`src/rtl/bpe_pkg.sv`:
```
package bpe_pkg;

  localparam int DEF_PIXELS_PER_GROUP = 16;
  localparam int DEF_MAX_PLANES = 4;
  localparam int DEF_BASE_LINE_WIDTH = 320;

  // Fixed by the width of the plane fields and of the palette index.
  localparam int WORD_BITS = 16;
  localparam int PLANE_FIELDS = 4;
  localparam int PALETTE_DEPTH = 16;
  localparam int COLOR_BITS = 12;
  localparam int QUEUE_DEPTH = 2;

  localparam logic OP_PALETTE = 1'b0;
  localparam logic OP_GROUP = 1'b1;

  typedef struct packed {
    logic        opcode;
    logic [3:0]  palette_index;
    logic [11:0] color_word;
    logic [15:0] plane0_word;
    logic [15:0] plane1_word;
    logic [15:0] plane2_word;
    logic [15:0] plane3_word;
  } in_item_t;

  typedef struct packed {
    logic [7:0] red;
    logic [7:0] green;
    logic [7:0] blue;
    logic       last_of_group;
    logic       end_of_line;
  } out_pixel_t;

  // One classified item waiting between the front and the back.
  typedef struct packed {
    logic                                    is_group;
    logic [3:0]                              palette_index;
    logic [COLOR_BITS-1:0]                   color_word;
    logic [PLANE_FIELDS-1:0][WORD_BITS-1:0]  planes;
    logic                                    line_end;
  } bpe_entry_t;

endpackage

```
`src/rtl/bitplane_to_rgb_palette_expander_top.sv`:
```
// Channel   Direction  Handshake            Beat
// item      in         push / full          palette write or one bitplane group
// pixel     out        pop / empty          one RGB pixel with group and line flags
// cfg       in         cfg_wr               two_plane_mode register
//
// A group gives 16 pixels, one per cycle out of the back stage unless a stalled pop
// holds the output; a palette write only loads the palette and yields no beat.
// The front accepts items into a two-entry queue while the back is still emitting.
// Synchronous reset clears the palette, the line's group count, the mode and the queue.
// A stalled pop holds the output pixel and, once the queue fills, raises full.
module bitplane_to_rgb_palette_expander_top import bpe_pkg::*; #(
  parameter int PIXELS_PER_GROUP = DEF_PIXELS_PER_GROUP,
  parameter int MAX_PLANES = DEF_MAX_PLANES,
  parameter int BASE_LINE_WIDTH = DEF_BASE_LINE_WIDTH
) (
  input  logic       clk,
  input  logic       rst,
  input  logic       cfg_wr,
  input  logic       cfg_data,
  input  logic       push,
  input  in_item_t   item,
  output logic       full,
  input  logic       pop,
  output logic       empty,
  output out_pixel_t pixel
);

  logic       q_full;
  logic       q_push;
  bpe_entry_t q_in;
  logic       q_valid;
  logic       q_take;
  bpe_entry_t q_out;

  bpe_front #(
    .PIXELS_PER_GROUP(PIXELS_PER_GROUP),
    .MAX_PLANES(MAX_PLANES),
    .BASE_LINE_WIDTH(BASE_LINE_WIDTH)
  ) u_front (
    .clk(clk),
    .rst(rst),
    .cfg_wr(cfg_wr),
    .cfg_data(cfg_data),
    .push(push),
    .item(item),
    .full(full),
    .q_full(q_full),
    .q_push(q_push),
    .q_entry(q_in)
  );

  bpe_queue u_queue (
    .clk(clk),
    .rst(rst),
    .wr(q_push),
    .wr_entry(q_in),
    .q_full(q_full),
    .rd(q_take),
    .q_valid(q_valid),
    .rd_entry(q_out)
  );

  bpe_back #(
    .PIXELS_PER_GROUP(PIXELS_PER_GROUP)
  ) u_back (
    .clk(clk),
    .rst(rst),
    .q_valid(q_valid),
    .q_entry(q_out),
    .q_take(q_take),
    .empty(empty),
    .pop(pop),
    .pixel(pixel)
  );

endmodule

```
`src/rtl/bpe_front.sv`:
```
module bpe_front import bpe_pkg::*; #(
  parameter int PIXELS_PER_GROUP = DEF_PIXELS_PER_GROUP,
  parameter int MAX_PLANES = DEF_MAX_PLANES,
  parameter int BASE_LINE_WIDTH = DEF_BASE_LINE_WIDTH
) (
  input  logic       clk,
  input  logic       rst,
  input  logic       cfg_wr,
  input  logic       cfg_data,
  input  logic       push,
  input  in_item_t   item,
  output logic       full,
  input  logic       q_full,
  output logic       q_push,
  output bpe_entry_t q_entry
);

  localparam int NPIX = (PIXELS_PER_GROUP > WORD_BITS) ? WORD_BITS : PIXELS_PER_GROUP;
  localparam int GPL0_RAW = (BASE_LINE_WIDTH + NPIX - 1) / NPIX;
  localparam int GPL1_RAW = (2 * BASE_LINE_WIDTH + NPIX - 1) / NPIX;
  localparam int GPL0 = (GPL0_RAW == 0) ? 1 : GPL0_RAW;
  localparam int GPL1 = (GPL1_RAW == 0) ? 1 : GPL1_RAW;
  localparam int GPL_MAX = (GPL0 > GPL1) ? GPL0 : GPL1;
  localparam int CW = $clog2(GPL_MAX + 1);
  localparam int PL0 = (MAX_PLANES > PLANE_FIELDS) ? PLANE_FIELDS : MAX_PLANES;
  localparam int PL1 = ((MAX_PLANES >> 1) > PLANE_FIELDS) ? PLANE_FIELDS : (MAX_PLANES >> 1);

  logic          two_plane_mode;
  logic [CW-1:0] group_count;
  logic [CW-1:0] group_count_next;
  logic [CW:0]   groups_per_line;
  logic          line_end;
  logic          accept;
  logic          is_group;
  logic [PLANE_FIELDS-1:0][WORD_BITS-1:0] raw_planes;

  assign full = q_full;
  assign accept = push && !q_full;
  assign q_push = accept;
  assign is_group = (item.opcode == OP_GROUP);

  assign groups_per_line = two_plane_mode ? (CW+1)'(GPL1) : (CW+1)'(GPL0);
  assign line_end = ({1'b0, group_count} + (CW+1)'(1)) >= groups_per_line;
  assign group_count_next = line_end ? '0 : group_count + CW'(1);

  assign raw_planes = {item.plane3_word, item.plane2_word, item.plane1_word, item.plane0_word};

  // Planes beyond the active count are zeroed here so the back never needs the mode.
  always_comb begin
    q_entry.is_group = is_group;
    q_entry.palette_index = item.palette_index;
    q_entry.color_word = item.color_word;
    q_entry.line_end = line_end;
    for (int p = 0; p < PLANE_FIELDS; p++) begin
      if (p < (two_plane_mode ? PL1 : PL0)) begin
        q_entry.planes[p] = raw_planes[p];
      end else begin
        q_entry.planes[p] = '0;
      end
    end
  end

  always_ff @(posedge clk) begin
    if (rst) begin
      two_plane_mode <= 1'b0;
      group_count <= '0;
    end else begin
      if (cfg_wr) begin
        two_plane_mode <= cfg_data;
      end
      if (accept && is_group) begin
        group_count <= group_count_next;
      end
    end
  end

`ifndef SYNTHESIS
  a_count_wraps: assert property (@(posedge clk) disable iff (rst)
    accept && is_group && line_end |=> group_count == '0)
    else $error("group counter did not return to zero after the last group of a line");
`endif

endmodule

```
`src/rtl/bpe_queue.sv`:
```
module bpe_queue import bpe_pkg::*; (
  input  logic       clk,
  input  logic       rst,
  input  logic       wr,
  input  bpe_entry_t wr_entry,
  output logic       q_full,
  input  logic       rd,
  output logic       q_valid,
  output bpe_entry_t rd_entry
);

  localparam int PW = (QUEUE_DEPTH > 1) ? $clog2(QUEUE_DEPTH) : 1;
  localparam int NW = $clog2(QUEUE_DEPTH + 1);

  bpe_entry_t    slots [QUEUE_DEPTH];
  logic [PW-1:0] wr_ptr;
  logic [PW-1:0] rd_ptr;
  logic [NW-1:0] count;
  logic          do_wr;
  logic          do_rd;

  assign q_full = (count == NW'(QUEUE_DEPTH));
  assign q_valid = (count != '0);
  assign rd_entry = slots[rd_ptr];
  assign do_wr = wr && !q_full;
  assign do_rd = rd && q_valid;

  always_ff @(posedge clk) begin
    if (do_wr) begin
      slots[wr_ptr] <= wr_entry;
    end
  end

  always_ff @(posedge clk) begin
    if (rst) begin
      wr_ptr <= '0;
      rd_ptr <= '0;
      count <= '0;
    end else begin
      if (do_wr) begin
        wr_ptr <= (wr_ptr == PW'(QUEUE_DEPTH - 1)) ? '0 : wr_ptr + PW'(1);
      end
      if (do_rd) begin
        rd_ptr <= (rd_ptr == PW'(QUEUE_DEPTH - 1)) ? '0 : rd_ptr + PW'(1);
      end
      if (do_wr && !do_rd) begin
        count <= count + NW'(1);
      end else if (do_rd && !do_wr) begin
        count <= count - NW'(1);
      end
    end
  end

`ifndef SYNTHESIS
  a_count_bound: assert property (@(posedge clk) disable iff (rst)
    count <= NW'(QUEUE_DEPTH))
    else $error("queue holds more entries than it has slots");
  a_count_track: assert property (@(posedge clk) disable iff (rst)
    do_wr && !do_rd |=> count == $past(count) + NW'(1))
    else $error("queue count missed a write");
`endif

endmodule

```
`src/rtl/bpe_back.sv`:
```
module bpe_back import bpe_pkg::*; #(
  parameter int PIXELS_PER_GROUP = DEF_PIXELS_PER_GROUP
) (
  input  logic       clk,
  input  logic       rst,
  input  logic       q_valid,
  input  bpe_entry_t q_entry,
  output logic       q_take,
  output logic       empty,
  input  logic       pop,
  output out_pixel_t pixel
);

  localparam int NPIX = (PIXELS_PER_GROUP > WORD_BITS) ? WORD_BITS : PIXELS_PER_GROUP;
  localparam int KW = (NPIX > 1) ? $clog2(NPIX) : 1;

  logic                                   busy;
  logic [KW-1:0]                          k;
  logic [PLANE_FIELDS-1:0][WORD_BITS-1:0] words;
  logic                                   line_end;
  logic [COLOR_BITS-1:0]                  palette [PALETTE_DEPTH];
  logic                                   out_valid;
  logic                                   advance;
  logic                                   last;
  logic [PLANE_FIELDS-1:0]                idx;
  logic [COLOR_BITS-1:0]                  color;

  assign empty = !out_valid;
  assign advance = busy && (!out_valid || pop);
  assign last = (k == KW'(NPIX - 1));
  // The next item is taken while the last pixel of the current group moves out,
  // so groups follow each other without a gap.
  assign q_take = q_valid && (!busy || (advance && last));

  always_comb begin
    for (int p = 0; p < PLANE_FIELDS; p++) begin
      idx[p] = words[p][WORD_BITS-1];
    end
  end

  assign color = palette[idx];

  always_ff @(posedge clk) begin
    if (rst) begin
      busy <= 1'b0;
      out_valid <= 1'b0;
      for (int i = 0; i < PALETTE_DEPTH; i++) begin
        palette[i] <= '0;
      end
    end else begin
      if (advance) begin
        out_valid <= 1'b1;
      end else if (pop) begin
        out_valid <= 1'b0;
      end
      if (q_take) begin
        busy <= q_entry.is_group;
        if (!q_entry.is_group) begin
          palette[q_entry.palette_index] <= q_entry.color_word;
        end
      end else if (advance && last) begin
        busy <= 1'b0;
      end
    end
  end

  always_ff @(posedge clk) begin
    if (advance) begin
      pixel.red <= {color[11:8], color[11:8]};
      pixel.green <= {color[7:4], color[7:4]};
      pixel.blue <= {color[3:0], color[3:0]};
      pixel.last_of_group <= last;
      pixel.end_of_line <= last && line_end;
    end
    if (q_take && q_entry.is_group) begin
      words <= q_entry.planes;
      k <= '0;
      line_end <= q_entry.line_end;
    end else if (advance) begin
      for (int p = 0; p < PLANE_FIELDS; p++) begin
        words[p] <= words[p] << 1;
      end
      k <= k + KW'(1);
    end
  end

`ifndef SYNTHESIS
  a_pixel_bound: assert property (@(posedge clk) disable iff (rst)
    busy |-> k <= KW'(NPIX - 1))
    else $error("pixel counter ran past the end of the group");
  a_eol_on_last: assert property (@(posedge clk) disable iff (rst)
    out_valid && pixel.end_of_line |-> pixel.last_of_group)
    else $error("end of line flagged on a pixel that does not close its group");
`endif

endmodule
```
`config.mk`:
```
export PLATFORM = sky130hd
export DESIGN_NAME = bitplane_to_rgb_palette_expander_top
export DESIGN_NICKNAME = d
export VERILOG_FILES = /design/src/rtl/bpe_pkg.sv /design/src/rtl/bitplane_to_rgb_palette_expander_top.sv /design/src/rtl/bpe_front.sv /design/src/rtl/bpe_queue.sv /design/src/rtl/bpe_back.sv
export SDC_FILE = /design/constraint.sdc
export NUM_CORES = 1
export LEC_CHECK = 0
export BUFFER_PORTS_ARGS = -buffer_cell sky130_fd_sc_hd__buf_2
export CAP_MARGIN = 10
export CELL_PAD_IN_SITES_DETAIL_PLACEMENT = 0
export CELL_PAD_IN_SITES_GLOBAL_PLACEMENT = 1
export CORE_ASPECT_RATIO = 1.5
export CORE_MARGIN = 4
export CORE_UTILIZATION = 45
export DETAILED_ROUTE_END_ITERATION = 10
export GPL_ROUTABILITY_DRIVEN = 0
export PLACE_DENSITY = 0.81
export REMOVE_ABC_BUFFERS = 1
export SLEW_MARGIN = 20
export SYNTH_ARGS = -nofsm -noshare
export SYNTH_HDL_FRONTEND = slang
export SYNTH_SLANG_ARGS = --single-unit
```
`constraint.sdc`:
```
create_clock -name clk -period 5.9 [get_ports clk]
set_clock_uncertainty 0.1 [all_clocks]
set_input_delay 0.59 -clock clk [delete_from_list [all_inputs] [get_ports clk]]
set_output_delay 0.59 -clock clk [all_outputs]
set_load 0.01 [all_outputs]
```
---- Word level (Yosys, flattened, before mapping) ----
Memory sizes are Yosys's and may differ from the RTL's. A register that Yosys moved wholly into a read port is not among the register bits.
Index checks and enable logic that the tools add are counted.
operators by class
  $lt $le $gt $ge ......................... 5
  reductions and logical operators ........ 24
  $mul .................................... 0
  eq/ne operators ......................... 2
  div/mod/pow operators ................... 0
  mux-type cells .......................... 31
  shift operators ......................... 0
  $add $sub $neg .......................... 7
  bitwise operators ....................... 0
operator list
  cell                   number
  $mux W64               2
  $lt A3 B32 Y1 const A  2
  $mux W16               4
  $lt A1 B32 Y1 const A  1
  $lt A2 B32 Y1 const A  1
  $mux W1                17
  $mux W12               1
  $mux W6                2
  $reduce_or A12 Y1      1
  $logic_and A1 B1 Y1    11
  $reduce_bool A2 Y1     5
  $mux W4                2
  $add A6 B1 Y7 const B  1
  $ge A7 B7 Y1           1
  $add A6 B1 Y6 const B  1
  $logic_not A1 Y1       5
  $add A4 B1 Y4 const B  1
  $eq A4 B4 Y1 const B   1
  $mux W2                2
  $mux W3                1
  $add A1 B1 Y1 const B  2
  $add A2 B1 Y2 const B  1
  $eq A2 B2 Y1 const B   1
  $logic_or A1 B1 Y1     2
  $sub A2 B1 Y2 const B  1
storage, ports and cells
  memory bits (read-only) ................. 0
  register bits ........................... 108
  memories ................................ 2
  latch bits .............................. 0
  memory bits (writable) .................. 356
  output and inout port bits .............. 28
memories
  name            depth  width  read ports  clocked after Yosys merged registers in  write ports  RTL line         text
  u_back.palette  16     12     1           1                                        16           bpe_back.sv:21   logic [COLOR_BITS-1:0] palette [PALETTE_DEPTH];
  u_queue.slots   2      82     1           1                                        1            bpe_queue.sv:15  bpe_entry_t slots [QUEUE_DEPTH];

---- Logic depth before layout (Yosys ltp) ----
Gate-level depths: netlist (run 1).
  depth after elaboration ................. 11
  gate-level depth with buffers ........... 10
  mapped depth without buffers ............ 8

---- By module ----
A second synthesis (run 1) with hierarchy kept.
unflattened totals
  cells, all modules ...................... 1254
  area total of the unflattened synthesis .. 19738.9 µm²
modules (own cells, without submodules)
  module     area an instance (µm²)  instances  cells each
  bpe_back   12500.7                 1          830
  bpe_queue  6133.4                  1          280
  bpe_front  1104.8                  1          144

---- Worst setup path after synthesis (run 1) ----
OpenSTA, ideal clock, no wires.
  path type ............................... input to register
  start ................................... in push
  end ..................................... mem u_queue.slots[0][0] (netlist name) (enable)
  stages on the path ...................... 2
  slack ................................... 1.181 ns
  buffers on the path ..................... 0
  data required time ...................... 5.277 ns
  arrival time ............................ 4.097 ns
  path through ............................ nand2_1 nor2_1
on the way
  cells in the longest elaborated chain, start to end .. 4
ends and longest elaborated chain
  item                           RTL line                                    text
  start, declared                bitplane_to_rgb_palette_expander_top.sv:20  input logic push,
  $logic_and A1 B1 Y1            bpe_front.sv:38                             assign accept = push && !q_full;
  $logic_and A1 B1 Y1            bpe_queue.sv:25                             assign do_wr = wr && !q_full;
  $mux W1                        bpe_queue.sv:29                             if (do_wr) begin
  $mux W1 (implied by the code)  bpe_queue.sv:30                             slots[wr_ptr] <= wr_entry;
  end, declared                  bpe_queue.sv:15
Every way passes these cells.

==> results of run 1 <==
-- power groups by stage --
stage	clock, W	sequential, W	combinational (W)
floorplan	0	0.00487	0.00172
global placement	0	0.00470	0.00267
detailed placement	0	0.00472	0.00273
CTS	0.00263	0.00466	0.00274
global route	0.00277	0.00471	0.00293
finish	0.00258	0.00465	0.00270
-- routing by layer --
metal | vias to the layer above | GRT usage
li1 | 4726 | -
met1 | 5162 | 0.201
met4 | 4 | 0.0496
met3 | 60 | 0.0295
met2 | 343 | 0.296
met5 | - | 0
-- worst reg2reg max path, cell delays in order (launching register included) --
cell and delay, ps:
sky130_fd_sc_hd__dfxtp_4 810, sky130_fd_sc_hd__buf_4 800, sky130_fd_sc_hd__nand3b_1 190, sky130_fd_sc_hd__a211oi_2 390
sky130_fd_sc_hd__nand3_1 450, sky130_fd_sc_hd__nand2b_1 620
-- synthesized netlist by cell type (2+ instances only) --
cell | count | area [um2]
sky130_fd_sc_hd__a211oi_4 | 3 | 60.1
sky130_fd_sc_hd__a21boi_0 | 2 | 15.0
sky130_fd_sc_hd__a21oi_1 | 68 | 340
sky130_fd_sc_hd__a31oi_1 | 62 | 388
sky130_fd_sc_hd__and3_1 | 5 | 31.3
sky130_fd_sc_hd__buf_1 | 3 | 11.3
sky130_fd_sc_hd__buf_2 | 36 | 180
sky130_fd_sc_hd__buf_4 | 14 | 105
sky130_fd_sc_hd__buf_6 | 16 | 180
sky130_fd_sc_hd__clkbuf_1 | 32 | 120
sky130_fd_sc_hd__dfxtp_1 | 22 | 440
sky130_fd_sc_hd__edfxtp_1 | 435 | 13100
sky130_fd_sc_hd__ha_1 | 7 | 87.6
sky130_fd_sc_hd__inv_1 | 9 | 33.8
sky130_fd_sc_hd__mux2_2 | 3 | 33.8
sky130_fd_sc_hd__mux2i_1 | 87 | 871
sky130_fd_sc_hd__mux4_2 | 60 | 1350
sky130_fd_sc_hd__nand2_1 | 11 | 41.3
sky130_fd_sc_hd__nand2b_1 | 18 | 113
sky130_fd_sc_hd__nand3_1 | 20 | 100
sky130_fd_sc_hd__nand3_2 | 8 | 80.1
sky130_fd_sc_hd__nand3b_1 | 6 | 45.0
sky130_fd_sc_hd__nand4_1 | 2 | 12.5
sky130_fd_sc_hd__nor2_1 | 208 | 781
sky130_fd_sc_hd__nor2b_1 | 33 | 206
sky130_fd_sc_hd__nor3_2 | 4 | 40.0
sky130_fd_sc_hd__o21ai_0 | 2 | 10.0
sky130_fd_sc_hd__or3_1 | 2 | 12.5
sky130_fd_sc_hd__or3b_1 | 2 | 17.5
sky130_fd_sc_hd__or4_1 | 2 | 15.0
sky130_fd_sc_hd__xnor2_1 | 3 | 26.3
sky130_fd_sc_hd__xor2_1 | 7 | 61.3
-- state kept, by name, summed over array words and instances, names as in the netlist, named ones only --
signal,cells
u_queue.rd_ptr,1
u_back.line_end,1
u_back.idx,4
u_back.out_valid,1
u_back.palette,192
u_back.words,60
u_back.k,4
u_front.two_plane_mode,1
u_back.busy,1
u_queue.slots,164
u_queue.wr_ptr,1
u_back.pixel,14
u_queue.count,2
u_front.group_count,6
-- worst paths after layout --
kind	start	endpoint	slack (ps)	cells past startpoint
setup reg to reg	flip-flop	u_back.palette[7][10]	2170	5
hold reg to reg	u_front.group_count[1]	u_front.group_count[1]	380	2
hold / removal	item[43]	u_queue.slots[0][28]	130	1
setup / recovery	flip-flop	u_back.palette[7][10]	2170	5
-- through the flow --
stage	TNS [ps]	utilization	instance area, um2
floorplan	-74990	-	18400
global placement	0	0.479	19900
detailed placement	0	0.480	19900
CTS	0	0.511	21200
global route	0	0.512	21200
finish	0	0.512	21200
-- cells by family after synthesis --
kind of cell | after synthesis
flops | 457
simple gates | 328
mux | 151
compound gates | 143
buf+inv | 110
xor+xnor | 10
fa+ha+maj | 7
-- final cells by class --
type,count,area (um2),area share
Antenna cell,1,2.50,0.000118
Sequential cell,457,13500,0.637
Tap cell,558,698,0.0329
Timing Repair Buffer,136,761,0.0359
Clock buffer,54,1120,0.0526
Inverter,9,35.0,0.00165
Multi-Input combinational cell,639,4900,0.231
Clock inverter,24,193,0.00908
==> flow_summary.toml, run 1 <==
[outcome]
status = "complete, no violations"

[layout]
layout-area-overhead-vs-synth_pct = 11.6
layoutNonFillerInstCount = 1878
nets = 1379
layout_commonest_cell = "sky130_fd_sc_hd__edfxtp_1"
drive_gt1_frac = 0.219
final_cell_mix = "435 x sky130_fd_sc_hd__edfxtp_1, 207 x sky130_fd_sc_hd__nor2_1, 114 x sky130_fd_sc_hd__buf_2, 86 x sky130_fd_sc_hd__mux2i_1, 68 x sky130_fd_sc_hd__a21oi_1"
num-fill-cells = 3470

[clocking]
cts_post_setup_buffers_inserted = 0
cts_clk_pin_slew_worst_paths_ps = 60
htree_num_levels = 2
cts_tree = "done"
clkSinkCount = 457
cts_max_path_buffers = 3
cts_resized = 0
worstSkewPairLatency_ps = 550
cts_stage_hold_buffer_count = 0
tritoncts.num_buffers = 42
clock_tree.root_cell = "sky130_fd_sc_hd__clkbuf_16"

[drt]
drc = 0
detail_route.first_pass.iterations = 5
drt.antenna.violating_nets = 0
wirelength_met1_mm = 14.3
post_drt_via_cell_ratio = 5.48
wirelength_mm = 37.5
avgRoutedWirePerCell_um = 20.0
met3RoutedLength_mm = 2.37
wl_met2_mm = 19.8
drt_first_iter_violations = 873
highest-signal-layer = "met5"
vias = 10295

[worst_setup_path]
crit_fanout = 49
cp.arrival_ps = 3810
cp_data_required_time_ps = 5980
crit_chain = "buf_4 -> nand3b_1 -> a211oi_2 -> nand3_1 -> nand2b_1"
setup.worst_path.end_class = "flip-flop"
timing.critical_path.buf_inv = 1
worst_setup_path_start_kind = "flip-flop"
setup.worst_path.class = "flip-flop to flip-flop"
critical_path.slowest_cell = "sky130_fd_sc_hd__dfxtp_4"
critical_path.top_delay_family = "simple AND/OR/NAND/NOR gates"
cp_slowest_stage_delay_ps = 810

[sta]
max_slew_headroom = 0.260
slew_at_the_pin_closest_to_its_max_slew_limit_ps = 1090
setup_viol_count_final = 0
final_min_period_over_clock_period = 0.632
rsz0062_at_grt = "false"
final.setup.worst_slack_ps = 2170
final_period_minus_worst_setup_slack_ps = 3730
final-hold-violation-count = 0
slew_viol_final = 0
fin_worst_hold_slack_ps = 126
timing.fmax_mhz = 268

[power_and_ir_drop]
fraction_of_power_consumed_by_combinational_cells = 0.272
clkPwrFrac = 0.260
cellLeakagePower_nw = 7.33
power_switching_w = 0.00309
power.share.switching = 0.311
p_per_area_nw_per_um2 = 469
vdd.ir_drop.worst_v = 0.000380
power_share_of_the_sequential_group = 0.468
finalPower_w = 0.00994
internal_power_w = 0.00685

[die]
die_area_um2 = 45600
initial_cell_density_of_the_core = 0.458
core_area_um2 = 41400
rows = 91
io_pins = 115
die_width_um = 176
die_h_um = 260

[logic_synthesis]
synth-edff-count = 435
async_flop_share = 0
syn_avg_cell_area_um2 = 15.8
synth.cell_area_um2 = 19000
synth_compound_area_frac = 0.0457
yosys_register_bits = 457
synthSimpleGateAreaFrac = 0.0817
ys_dominant_reg_cell = "sky130_fd_sc_hd__edfxtp_1"
synth_area_in_adders = 0.00461
synthCells = 1206
synth_xor_area_frac = 0.00461
synth.mux.area_fraction = 0.120
synth.distinct_cells = 46
yosysWarnings = 0
main_combinational_cell_family_by_area_after_synthesis = "multiplexers"
sequential_area_share_after_synthesis = 0.711

[placed_design]
dp_hpwl_mm = 24.7
dp.cells = 1798
io_buffers = 114
place_worst_setup_slack_ps = 2160

[flow_run]
max_cap_viol_count = 0

[hold_path]
hold_class = "input port to flip-flop"

[global_routing]
grt_start_max_net_pins = 66
antenna_found_initial = 4
grt_usage = 0.164
global_route_wire_length_before_repair_mm = 58.4
grt_remaining_overflow = 0
grt_pass1_vias = 10463
Power figures use the tool's default switching activity.
==> inputs of run 2 (changes only) <==
Clock period 5.9 ns to 3.8 ns, I/O delays scaled along.
==> run 2 against run 1 <==
Against the previous run: non-clock buffer count rose by 65; sequential power rose by 57%; final cell count increased by 3.4%.
==> flow_summary.toml, run 2 (synthesis results as in run 1) <==
[outcome]
status = "complete, no violations"

[drt]
drt.antenna.violating_nets = 0
wirelength_mm = 41.0
post_drt_via_cell_ratio = 5.46
drt_first_iter_violations = 887
vias = 10603
avgRoutedWirePerCell_um = 21.1
drc = 0
detail_route.first_pass.iterations = 5

[layout]
total_area_of_sequential_cells_um2 = 13500
nets = 1444
top_registers = "u_back.palette x192, u_queue.slots x164, u_back.words x60"
multi_input_area_um2 = 4890
final_cell_mix = "435 x sky130_fd_sc_hd__edfxtp_1, 207 x sky130_fd_sc_hd__nor2_1, 114 x sky130_fd_sc_hd__buf_2, 87 x sky130_fd_sc_hd__mux2i_1, 68 x sky130_fd_sc_hd__a21oi_1"
postLayoutCellArea_um2 = 21900
layout_commonest_cell = "sky130_fd_sc_hd__edfxtp_1"
num-fill-cells = 3412
antenna_cells_inserted = 0
flip_flop_count_of_the_largest_register_after_layout = 192
layout-area-overhead-vs-synth_pct = 15.2
largest_reg_by_ff_count = "u_back.palette"
drive_gt1_frac = 0.221

[worst_setup_path]
path_depth = 4
r2r_cells = 4
crit_fanout = 28
worst_setup_path_start_kind = "flip-flop"
crit_chain = "mux2_4 -> a211oi_4 -> nand3_2 -> nand2b_1"
cp_data_required_time_ps = 3880
cp.arrival_ps = 2900
r2r-end = "u_back.palette[3][2]"
setup.worst_path.class = "flip-flop to flip-flop"
critical_path.top_delay_family = "simple AND/OR/NAND/NOR gates"
setup.worst_path.end_class = "flip-flop"
timing.critical_path.buf_inv = 0
cp_slowest_stage_delay_ps = 660
endpoint = "u_back.palette[3][2]"
critical_path.slowest_cell = "sky130_fd_sc_hd__nand2b_1"
r2r_setup_slack_ps = 980

[sta]
setup_viol_count_final = 0
final_min_period_over_clock_period = 0.741
final_period_minus_worst_setup_slack_ps = 2820
slew_at_the_pin_closest_to_its_max_slew_limit_ps = 989
slew_viol_final = 0
final-hold-violation-count = 0
fin_worst_hold_slack_ps = 56.2
rsz0062_at_grt = "false"
final.setup.worst_slack_ps = 983
max_slew_headroom = 0.341
timing.fmax_mhz = 355

[placed_design]
dp_hpwl_mm = 26.7
place_area_um2 = 20000
io_buffers = 114
place_worst_setup_slack_ps = 931

[power_and_ir_drop]
vdd.ir_drop.worst_v = 0.000471
cellLeakagePower_nw = 7.65
p_per_area_nw_per_um2 = 719

[global_routing]
grt_usage = 0.180
grt_remaining_overflow = 0
antenna_found_initial = 0
grt_start_max_net_pins = 64
global_route_wire_length_before_repair_mm = 63.3
grt_pass1_vias = 11018

[die]
initial_cell_density_of_the_core = 0.458
die_width_um = 176
die_h_um = 260
core_area_um2 = 41400
die_area_um2 = 45600
io_pins = 115
rows = 91

[clocking]
clkSinkCount = 457
clock_tree.root_cell = "sky130_fd_sc_hd__clkbuf_16"
worstSkewPairLatency_ps = 550
htree_num_levels = 2
cts_clk_pin_slew_worst_paths_ps = 60
cts_resized = 0
cts_tree = "done"
tritoncts.num_buffers = 42
cts_max_path_buffers = 3

[hold_path]
hold_class = "input port to flip-flop"
hp-start = "item[25]"

[flow_run]
max_cap_viol_count = 0
-- run 2: cell types whose count changed in the layout (fill, tap and decap cells not counted), sizes merged --
cell,previous run,this run
buf,136,152
bufinv,2,3
clkbuf,54,61
clkinv,17,10
clkinvlp,4,1
diode,1,0
dlygate4sd3,0,49
inv,10,11
-- run 2: worst min path at each step --
stage                                         to  slack (ps)  cells after the start
final                       u_queue.slots[1][42]          60                      2
after global routing        u_queue.slots[0][50]          70                      2
after CTS                   u_queue.slots[1][78]           4                      1
after detailed placement  u_front.group_count[1]         370                      2
after global placement               u_back.k[1]         360                      2
after floorplan           u_front.group_count[1]         340                      2
-- run 2: power by group --
part | total (W) | switching [W] | internal, W
logic | 0.00429 | 0.00257 | 0.00172
clock network | 0.00416 | 0.00179 | 0.00238
registers | 0.00729 | 0.000501 | 0.00678
-- run 2: cell type report --
type                    count  share of cell area
flip-flops and latches    457               0.617
multi-input cells         639               0.224
repair buffers            201              0.0638
clock buffers              61              0.0540
well taps                 558              0.0319
clock inverters            16             0.00789
inverters                   9             0.00154
-- run 2: what timing repair did --
action                                 4_1_cts  5_1_grt
endpoints found under the hold margin       96        1
hold buffers                                48        1
buffers inserted                             0        0
-- run 2: per-layer routing --
layer / vias up / GRT usage / part of all wire
met5: - / 0 / 0
met1: 5308 / 0.214 / 0.37
met3: 78 / 0.0224 / 0.050
li1: 4858 / - / -
met4: 0 / 0.0633 / 0.032
met2: 359 / 0.333 / 0.55
-- run 2: through the flow --
stage               power (W)  TNS [ps]  std cells   util
floorplan              0.0102   -922050       1105      -
global placement       0.0116         0       1815  0.484
detailed placement     0.0117         0       1815  0.484
CTS                    0.0159         0       1940  0.528
global route           0.0165         0       1941  0.528
finish                 0.0157         0       1941  0.528
